==> src/hdl/drive_control_word_handshake_macros.svh <==
// Assertion macros shared by the drive control-word handshake RTL.
`ifndef DRIVE_CONTROL_WORD_HANDSHAKE_MACROS_SVH
`define DRIVE_CONTROL_WORD_HANDSHAKE_MACROS_SVH

`ifndef SYNTHESIS
// Same-cycle implication, checked while reset is released.
`define DCWH_ASSERT_NOW(label, clk, rst_n, ante, cons) \
  label: assert property (@(posedge clk) disable iff (!(rst_n)) (ante) |-> (cons)) \
    else $error("dcwh same-cycle check failed");
// Next-cycle implication, checked while reset is released.
`define DCWH_ASSERT_NEXT(label, clk, rst_n, ante, cons) \
  label: assert property (@(posedge clk) disable iff (!(rst_n)) (ante) |=> (cons)) \
    else $error("dcwh next-cycle check failed");
`else
`define DCWH_ASSERT_NOW(label, clk, rst_n, ante, cons)
`define DCWH_ASSERT_NEXT(label, clk, rst_n, ante, cons)
`endif

`endif

==> src/hdl/dcwh_pkg.sv <==
// Types, constants and packing helpers for the drive control-word handshake.
`default_nettype none
package dcwh_pkg;

  localparam int unsigned IdW      = 11;
  localparam int unsigned ByteW    = 8;
  localparam int unsigned CmdW     = 7;
  localparam int unsigned CfgDataW = 11;

  localparam logic [IdW-1:0] StatusIdReset = 11'h181;

  // Command bit positions.
  localparam int unsigned CmdOn     = 0;
  localparam int unsigned CmdOff2   = 1;
  localparam int unsigned CmdOff3   = 2;
  localparam int unsigned CmdEnable = 3;
  localparam int unsigned CmdReset  = 4;
  localparam int unsigned CmdDrive  = 5;
  localparam int unsigned CmdToggle = 6;

  // Status byte 0 bit positions.
  localparam int unsigned StPowerUp = 0;
  localparam int unsigned StReady   = 1;
  localparam int unsigned StOpEn    = 2;
  localparam int unsigned StFault   = 3;
  localparam int unsigned StNoOff2  = 4;
  localparam int unsigned StNoOff3  = 5;
  localparam int unsigned StInhibit = 6;

  // Configuration register indexes.
  typedef enum logic [0:0] {
    CFG_STATUS_ID      = 1'b0,
    CFG_READY_TO_DRIVE = 1'b1
  } cfg_index_e;

  typedef struct packed {
    logic [IdW-1:0] status_frame_id;
    logic           ready_to_drive;
  } cfg_t;

  typedef struct packed {
    logic            fault_pending;
    logic [CmdW-1:0] cmd;
  } drv_state_t;

  // Control byte 0: on, off2, off3, enable in bits 0-3, reset in bit 7.
  function automatic logic [ByteW-1:0] pack_low(input logic [CmdW-1:0] c);
    pack_low = {c[CmdReset], 3'b000, c[CmdEnable], c[CmdOff3], c[CmdOff2], c[CmdOn]};
  endfunction

  // Control byte 1: drive in bit 1, toggle in bit 7.
  function automatic logic [ByteW-1:0] pack_high(input logic [CmdW-1:0] c);
    pack_high = {c[CmdToggle], 5'b00000, c[CmdDrive], 1'b0};
  endfunction

endpackage
`default_nettype wire

==> src/hdl/dcwh_cfg.sv <==
// Configuration registers: status frame identifier and ready-to-drive permit.
`default_nettype none
module dcwh_cfg (
  input  wire logic                         clk_i,
  input  wire logic                         rst_ni,
  input  wire logic                         cfg_we_i,
  input  wire logic [0:0]                   cfg_index_i,
  input  wire logic [dcwh_pkg::CfgDataW-1:0] cfg_wdata_i,
  output dcwh_pkg::cfg_t                    cfg_o
);

  dcwh_pkg::cfg_t cfg_q;

  // Register writes; every index of the port maps to a register.
  always_ff @(posedge clk_i or negedge rst_ni) begin
    if (!rst_ni) begin
      cfg_q.status_frame_id <= dcwh_pkg::StatusIdReset;
      cfg_q.ready_to_drive  <= 1'b0;
    end else if (cfg_we_i) begin
      case (dcwh_pkg::cfg_index_e'(cfg_index_i))
        dcwh_pkg::CFG_STATUS_ID:      cfg_q.status_frame_id <= cfg_wdata_i[dcwh_pkg::IdW-1:0];
        dcwh_pkg::CFG_READY_TO_DRIVE: cfg_q.ready_to_drive  <= cfg_wdata_i[0];
        default: ;
      endcase
    end
  end

  assign cfg_o = cfg_q;

endmodule
`default_nettype wire

==> src/hdl/dcwh_decide.sv <==
// Next command bits and fault flag from the current state and one status byte.
`default_nettype none
module dcwh_decide (
  input  wire dcwh_pkg::drv_state_t       state_i,
  input  wire logic [dcwh_pkg::ByteW-1:0] status_i,
  input  wire logic                       ready_to_drive_i,
  output dcwh_pkg::drv_state_t            state_o
);

  logic pur, rdy, ope, flt, inh, offs_ok;

  assign pur     = status_i[dcwh_pkg::StPowerUp];
  assign rdy     = status_i[dcwh_pkg::StReady];
  assign ope     = status_i[dcwh_pkg::StOpEn];
  assign flt     = status_i[dcwh_pkg::StFault];
  assign inh     = status_i[dcwh_pkg::StInhibit];
  assign offs_ok = status_i[dcwh_pkg::StNoOff2] & status_i[dcwh_pkg::StNoOff3];

  // Priority chain of the status word state machine; toggle always flips.
  always_comb begin
    state_o = state_i;
    state_o.cmd[dcwh_pkg::CmdToggle] = ~state_i.cmd[dcwh_pkg::CmdToggle];
    if (state_i.fault_pending) begin
      // Acknowledge the earlier fault.
      state_o.cmd[dcwh_pkg::CmdReset] = ~state_i.cmd[dcwh_pkg::CmdReset];
      state_o.cmd[dcwh_pkg::CmdDrive] = 1'b0;
      state_o.fault_pending = 1'b0;
    end else if (flt) begin
      state_o.cmd[dcwh_pkg::CmdReset]  = ~state_i.cmd[dcwh_pkg::CmdReset];
      state_o.cmd[dcwh_pkg::CmdOn]     = 1'b0;
      state_o.cmd[dcwh_pkg::CmdOff2]   = 1'b0;
      state_o.cmd[dcwh_pkg::CmdOff3]   = 1'b0;
      state_o.cmd[dcwh_pkg::CmdEnable] = 1'b0;
      state_o.cmd[dcwh_pkg::CmdDrive]  = 1'b0;
      state_o.fault_pending = 1'b1;
    end else if (!pur && !rdy && !ope && (inh || offs_ok)) begin
      // Switch-on inhibit or not ready.
      state_o.cmd[dcwh_pkg::CmdOff2]  = 1'b1;
      state_o.cmd[dcwh_pkg::CmdOff3]  = 1'b1;
      state_o.cmd[dcwh_pkg::CmdOn]    = 1'b0;
      state_o.cmd[dcwh_pkg::CmdDrive] = 1'b0;
    end else if (!inh && pur && !rdy && !ope && offs_ok) begin
      // Ready to switch on, gated by the ready-to-drive permit.
      state_o.cmd[dcwh_pkg::CmdOff2] = 1'b1;
      state_o.cmd[dcwh_pkg::CmdOff3] = 1'b1;
      if (ready_to_drive_i) begin
        state_o.cmd[dcwh_pkg::CmdOn] = 1'b1;
      end else begin
        state_o.cmd[dcwh_pkg::CmdOn]    = 1'b0;
        state_o.cmd[dcwh_pkg::CmdDrive] = 1'b0;
      end
    end else if (!inh && pur && rdy && offs_ok) begin
      // Ready or operation enabled.
      state_o.cmd[dcwh_pkg::CmdOn]     = 1'b1;
      state_o.cmd[dcwh_pkg::CmdOff2]   = 1'b1;
      state_o.cmd[dcwh_pkg::CmdOff3]   = 1'b1;
      state_o.cmd[dcwh_pkg::CmdEnable] = 1'b1;
      state_o.cmd[dcwh_pkg::CmdDrive]  = 1'b1;
    end
  end

endmodule
`default_nettype wire

==> src/hdl/drive_control_word_handshake.sv <==
// Top level of the drive control-word handshake: request pipeline and state.
//
// Each request is one received frame. It is captured in an input register, and
// the status decision then runs on it in a single pass and loads the result
// register together with the command state. A new request is taken in every
// cycle while the result side keeps up, so the sustained rate is one request
// per cycle; a matching frame passes the input register and then the result
// register before its control word shows on the outputs. Frames whose
// identifier differs from the configured status identifier leave the state
// unchanged and produce no result.
// The two register stages (input and result) set both the latency and the stall
// behavior: the input side keeps accepting while a finished result waits, until
// both stages are full. Configuration writes take effect at once and are meant
// to be made while no request is in flight.
`default_nettype none
`include "drive_control_word_handshake_macros.svh"
module drive_control_word_handshake (
  input  wire logic                          clk_i,
  input  wire logic                          rst_ni,
  input  wire logic                          in_valid_i,
  output logic                               in_ready_o,
  input  wire logic [dcwh_pkg::IdW-1:0]      frame_id_i,
  input  wire logic [dcwh_pkg::ByteW-1:0]    status_low_i,
  input  wire logic [dcwh_pkg::ByteW-1:0]    status_high_i,
  output logic                               out_valid_o,
  input  wire logic                          out_ready_i,
  output logic [dcwh_pkg::ByteW-1:0]         control_low_o,
  output logic [dcwh_pkg::ByteW-1:0]         control_high_o,
  input  wire logic                          cfg_we_i,
  input  wire logic [0:0]                    cfg_index_i,
  input  wire logic [dcwh_pkg::CfgDataW-1:0] cfg_wdata_i
);

  dcwh_pkg::cfg_t       cfg;
  dcwh_pkg::drv_state_t state_q, state_d;

  logic                         in_valid_q;
  logic [dcwh_pkg::IdW-1:0]     id_q;
  logic [dcwh_pkg::ByteW-1:0]   status_q;
  logic                         out_valid_q, out_valid_d;
  logic [dcwh_pkg::ByteW-1:0]   ctl_low_q, ctl_high_q;
  logic                         advance, match, load_match, in_take;

  dcwh_cfg u_cfg (
    .clk_i       (clk_i),
    .rst_ni      (rst_ni),
    .cfg_we_i    (cfg_we_i),
    .cfg_index_i (cfg_index_i),
    .cfg_wdata_i (cfg_wdata_i),
    .cfg_o       (cfg)
  );

  dcwh_decide u_decide (
    .state_i          (state_q),
    .status_i         (status_q),
    .ready_to_drive_i (cfg.ready_to_drive),
    .state_o          (state_d)
  );

  // Handshake control: the result stage moves when it is empty or drained.
  assign advance    = !out_valid_q || out_ready_i;
  assign match      = (id_q == cfg.status_frame_id);
  assign load_match = in_valid_q && advance && match;
  assign in_ready_o = !in_valid_q || advance;
  assign in_take    = in_valid_i && in_ready_o;
  assign out_valid_d = advance ? (in_valid_q && match) : out_valid_q;

  // Control registers: stage valids and command state.
  always_ff @(posedge clk_i or negedge rst_ni) begin
    if (!rst_ni) begin
      in_valid_q  <= 1'b0;
      out_valid_q <= 1'b0;
      state_q     <= '0;
    end else begin
      if (in_ready_o) begin
        in_valid_q <= in_valid_i;
      end
      out_valid_q <= out_valid_d;
      if (load_match) begin
        state_q <= state_d;
      end
    end
  end

  // Payload registers of the input stage. The high status byte plays no part.
  always_ff @(posedge clk_i) begin
    if (in_take) begin
      id_q     <= frame_id_i;
      status_q <= status_low_i;
    end
  end

  // Result register holds the packed control word.
  always_ff @(posedge clk_i) begin
    if (load_match) begin
      ctl_low_q  <= dcwh_pkg::pack_low(state_d.cmd);
      ctl_high_q <= dcwh_pkg::pack_high(state_d.cmd);
    end
  end

  assign out_valid_o    = out_valid_q;
  assign control_low_o  = ctl_low_q;
  assign control_high_o = ctl_high_q;

  // Every processed matching frame flips the toggle bit.
  `DCWH_ASSERT_NEXT(a_toggle_flips, clk_i, rst_ni, load_match,
    state_q.cmd[dcwh_pkg::CmdToggle] != $past(state_q.cmd[dcwh_pkg::CmdToggle]))
  // State moves only with a matching frame.
  `DCWH_ASSERT_NEXT(a_state_holds, clk_i, rst_ni, !load_match, $stable(state_q))
  // A pending fault is acknowledged on the next matching frame.
  `DCWH_ASSERT_NEXT(a_fault_ack, clk_i, rst_ni, load_match && state_q.fault_pending,
    !state_q.fault_pending && !state_q.cmd[dcwh_pkg::CmdDrive])
  // A waiting result always matches the command state.
  `DCWH_ASSERT_NOW(a_result_matches, clk_i, rst_ni, out_valid_q,
    (ctl_low_q == dcwh_pkg::pack_low(state_q.cmd)) &&
    (ctl_high_q == dcwh_pkg::pack_high(state_q.cmd)))

endmodule
`default_nettype wire

==> config.mk <==
export PLATFORM = sky130hd
export DESIGN_NAME = drive_control_word_handshake
export DESIGN_NICKNAME = d
export VERILOG_FILES = /design/src/hdl/dcwh_pkg.sv /design/src/hdl/dcwh_cfg.sv /design/src/hdl/dcwh_decide.sv /design/src/hdl/drive_control_word_handshake.sv
export VERILOG_INCLUDE_DIRS = /design/src /design/src/hdl
export SDC_FILE = /design/constraint.sdc
export NUM_CORES = 1
export LEC_CHECK = 0
export ABC_AREA = 0
export BUFFER_PORTS_ARGS = -buffer_cell sky130_fd_sc_hd__clkbuf_2
export CAP_MARGIN = 25
export CORE_MARGIN = 10
export CORE_UTILIZATION = 45
export DETAILED_ROUTE_END_ITERATION = 10
export HOLD_SLACK_MARGIN = 0.03
export PLACE_DENSITY = 0.72
export SYNTH_ARGS = -nofsm -noshare
export SYNTH_HDL_FRONTEND = slang
export SYNTH_SLANG_ARGS = --single-unit
export TNS_END_PERCENT = 30
==> constraint.sdc <==
create_clock -name clk_i -period 5.4 [get_ports clk_i]
set_input_delay 0.54 -clock clk_i [delete_from_list [all_inputs] [get_ports clk_i]]
set_output_delay 0.54 -clock clk_i [all_outputs]
set_load 0.01 [all_outputs]
==> reports/results.env <==
FLOORPLAN.DIE.WIDTH_UM=85.84
ROUTED-VIA-COUNT=1154
CLK_PIN_SLEW_WORST_PATHS_NS=0.08
SYNTH_TOP_CELLS_BY_AREA='sky130_fd_sc_hd__edfxtp_1 (38%), sky130_fd_sc_hd__dfrtp_1 (24%), sky130_fd_sc_hd__mux2_2 (8.1%), sky130_fd_sc_hd__xnor2_1 (6.3%), sky130_fd_sc_hd__dfstp_2 (4.0%)'
TIMING.CRITICAL_PATH.TO_TYPE='flip-flop'
HOLD_VIOL=0
R2R-START='u_cfg.cfg_o[9]$_DFFE_PN1P_'
RSZ0062_AT_GRT='false'
SYNTHESIS.YOSYS.WARNINGS=0
POST_DETAILED_ROUTING_WIRE_LENGTH_UM=3509
SETUP_VIOL_COUNT_FINAL=0
CP.REQUIRED_NS=5.58
PLACE_CONGESTION=0.8791
CTS_HTREE_LEVELS=2
SYNTH_EDF_COUNT=25
FMAXACHIEVABLE_MHz=507.2
CP_SLOWEST_STAGE_DELAY_NS=0.58
WIRE_PER_INST_UM=14.93
DRIVE_ABOVE_1_SHARE_PCT=37.30
HOLD_CLASS='in -> async'
WORST_CLOCK_SKEW_NS=0.005979
CP_CELL_SEQUENCE='xnor2_1, nand4_1, nor4_4, mux2_2'
SYNTH_LARGEST_TYPE_AREA_FRACTION_PCT=38.49
POST_SYNTHESIS_TO_FINAL_LAYOUT_AREA_GROWTH_PCT=16.48
NUM_IO_PINS=62
INITIAL_UTILIZATION_PCT=47.73
N_ANTENNA_CELL=0
SYNTH.CELL_AREA_UM2=1951
CTS_TREE='yes'
SETUP.WORST_PATH.CLASS='reg -> reg'
CTS.REPAIR.RESIZED=0
NETLIST_TOP_CELLS_COUNT='sky130_fd_sc_hd__edfxtp_1 (25), sky130_fd_sc_hd__dfrtp_1 (19), sky130_fd_sc_hd__mux2_2 (14), sky130_fd_sc_hd__xnor2_1 (14), sky130_fd_sc_hd__nor2_1 (10)'
GRT_PASS1_WL_UM=5789
STATIC-LEAKAGE-POWER_nW=0.9380
VIAS_PER_CELL=4.911
CRIT_SLOWEST_CELL='sky130_fd_sc_hd__nor4_4'
IR_DROP_mV=0.1743
REGTOREGSETUPSLACK_NS=3.43
YOSYSMOSTFREQUENTCELL='sky130_fd_sc_hd__edfxtp_1'
CTS.SINK_COUNT=47
YS_DOMINANT_REG_CELL='sky130_fd_sc_hd__edfxtp_1'
ROWS=23
TIMING.CRITICAL_PATH.ARRIVAL_NS=2.15
DRT-INITIAL-DRC-COUNT=98
GR-TOTAL-OVERFLOW=0
DPL.HPWL_UM=2797
MAXIMUM_ROOT_TO_SINK_BUFFER_COUNT=2
FILLER_CELL_COUNT=355
DESIGN.FINAL.NETS=228
SETUP_TNS_NS=0
R2R_CELLS=4
DIE_OUTLINE_AREA_UM2=7369
NUMBER_OF_BUFFER_CELLS_ADDED_ON_PRIMARY_PORTS=43
LAYOUT_SETUP_WS_NS=3.429
GRTUSAGETOTAL_PCT=9.913
SYNTH.LARGEST_AREA_CELL='sky130_fd_sc_hd__edfxtp_1'
WORSTMARGINPINSLEW_NS=0.8915
PLACE_WORST_SETUP_SLACK_NS=3.425
NUMBER_OF_STANDARD_CELLS_AFTER_SYNTHESIS=136
TIMING.RR.END='state_q[3]$_DFFE_PN0P_'
YOSYS.CELL_TYPES.COUNT=31
SEQ_AREA_FRAC_SYNTH_PCT=66.90
CRITICAL_PATH.MAX_FANOUT=9
STATUS='completed'
FINAL_CORE_UTIL_PCT=55.60
REMAINING_DRCS=0
HOLDBUFCOUNTCTS=0
DRT_PRE_ANTENNA_ITERS=4
ANTENNA_FOUND_INITIAL=0
PERIOD_SHARE_PCT=36.51
CTS-ROOT-BUF='sky130_fd_sc_hd__clkbuf_8'
DRT.ANTENNA.VIOLATING_NETS=0
GRT_MAX_DEGREE=23
STARTPOINT_TYPE='flip-flop'
FINAL.MIN_CLOCK_PERIOD_NS=1.971
PLACEABLE_CORE_REGION_UM2=4086
SYNTH_ASYNC_SR_FLOP_SHARE_PCT=46.81
CAP_VIOL_MAX_COUNT=0
CTS_SETUP_BUFFERS=0
DIEHEIGHT_UM=85.84
MEAN_AREA_PER_SYNTHESIZED_CELL_UM2=14.34
SLEW_VIOLATIONS=0
SLEW_HEADROOM_PCT=40.45
WORSTSKEWPAIRLATENCY_NS=0.29
CTS_INSERTED_BUFFERS=5
VIAS_IN_THE_FIRST_GLOBAL_ROUTE=1318
NUMBER_OF_FLIP_FLOPS_AND_LATCHES_IN_THE_SYNTHESIZED_NETLIST=47
POWERDENSITY_nW_PER_UM2=299.6
[critical path: cells and delay by family, from the launching register on]
kind | cells | cell delay [ns]
mux | 1 | 0.39
simple gates | 2 | 0.82
flops | 1 | 0.54
xor+xnor | 1 | 0.12
[state kept, by name (all words and copies together) (netlist names)]
register        flops
out_valid_o         1
status_q            7
state_q             8
in_valid_q          1
u_cfg.cfg_o        12
control_low_o       5
control_high_o      2
id_q               11
[stage by stage]
stage | total power, mW | area, um2 | cells | hold slack [ns]
5_1_grt | 0.7140 | 2272 | 235 | 0.2646
6_report | 0.6808 | 2272 | 235 | 0.2204
3_5_place_dp | 0.4929 | 2191 | 227 | 0.4844
4_1_cts | 0.6892 | 2272 | 235 | 0.2268
2_1_floorplan | 0.4714 | 1981 | 144 | 0.2444
3_3_place_gp | 0.4880 | 2191 | 227 | 0.4764
[cell families after synthesis]
family / count (synthesis) / synth area share, %
DFF: 47 / 66.90
muxes: 15 / 8.595
AOI/OAI and AO/OA: 16 / 5.452
xor gates and xnor gates: 14 / 6.286
other: 1 / 0.1922
buffers and inverters: 15 / 4.618
and+or+nand+nor: 28 / 7.954
[layout make-up]
| cell class | count | area [um2] | share of cell area, % |
|---|---|---|---|
| Clock inverter | 1 | 5.005 | 0.2203 |
| Clock buffer | 7 | 76.32 | 3.359 |
| Inverter | 4 | 15.01 | 0.6608 |
| Multi-Input combinational cell | 82 | 585.6 | 25.77 |
| Tap cell | 50 | 62.56 | 2.753 |
| Sequential cell | 47 | 1305 | 57.43 |
| Timing Repair Buffer | 44 | 222.7 | 9.802 |
[metal layers]
layer | global-route usage [%] | share of wire [%] | vias to the layer above | routed length, um
met3 | 5.866 | 9.9 | 4 | 347
met1 | 9.096 | 37 | 549 | 1281
li1 | - | - | 559 | -
met5 | 0 | 0 | - | 0
met2 | 17.37 | 53 | 42 | 1848
met4 | 4.192 | 0.88 | 0 | 31
[layout by cell type, fill, tap and decap left out, types with 3 or more instances in the layout]
master,count
sky130_fd_sc_hd__conb_1,9
sky130_fd_sc_hd__a21oi_1,5
sky130_fd_sc_hd__dfrtp_1,19
sky130_fd_sc_hd__inv_1,4
sky130_fd_sc_hd__nand2_1,4
sky130_fd_sc_hd__nand4_1,3
sky130_fd_sc_hd__clkbuf_8,5
sky130_fd_sc_hd__xnor2_1,14
sky130_fd_sc_hd__dfstp_2,3
sky130_fd_sc_hd__edfxtp_1,25
sky130_fd_sc_hd__clkbuf_2,43
sky130_fd_sc_hd__nor2_1,10
sky130_fd_sc_hd__mux2_2,14
[power by group]
group	switching, mW	leakage [nW]	internal (mW)	total, mW
logic	0.0291	0.386	0.0349	0.0640
clock network	0.106	0.0422	0.0909	0.197
registers	0.0160	0.510	0.404	0.420
[worst max path at each step]
stage	startpoint	end	slack [ns]	depth (start not counted)
floorplan	u_cfg.cfg_o[9]$_DFFE_PN1P_	control_high_o[1]$_DFFE_PP_	3.33	3
global placement	u_cfg.cfg_o[9]$_DFFE_PN1P_	state_q[5]$_DFFE_PN0P_	3.43	4
detailed placement	u_cfg.cfg_o[9]$_DFFE_PN1P_	state_q[5]$_DFFE_PN0P_	3.43	4
CTS	u_cfg.cfg_o[9]$_DFFE_PN1P_	state_q[5]$_DFFE_PN0P_	3.42	4
global route	u_cfg.cfg_o[9]$_DFFE_PN1P_	state_q[3]$_DFFE_PN0P_	3.32	4
finish	u_cfg.cfg_o[9]$_DFFE_PN1P_	state_q[3]$_DFFE_PN0P_	3.43	4
Power figures use the tool's default switching activity.
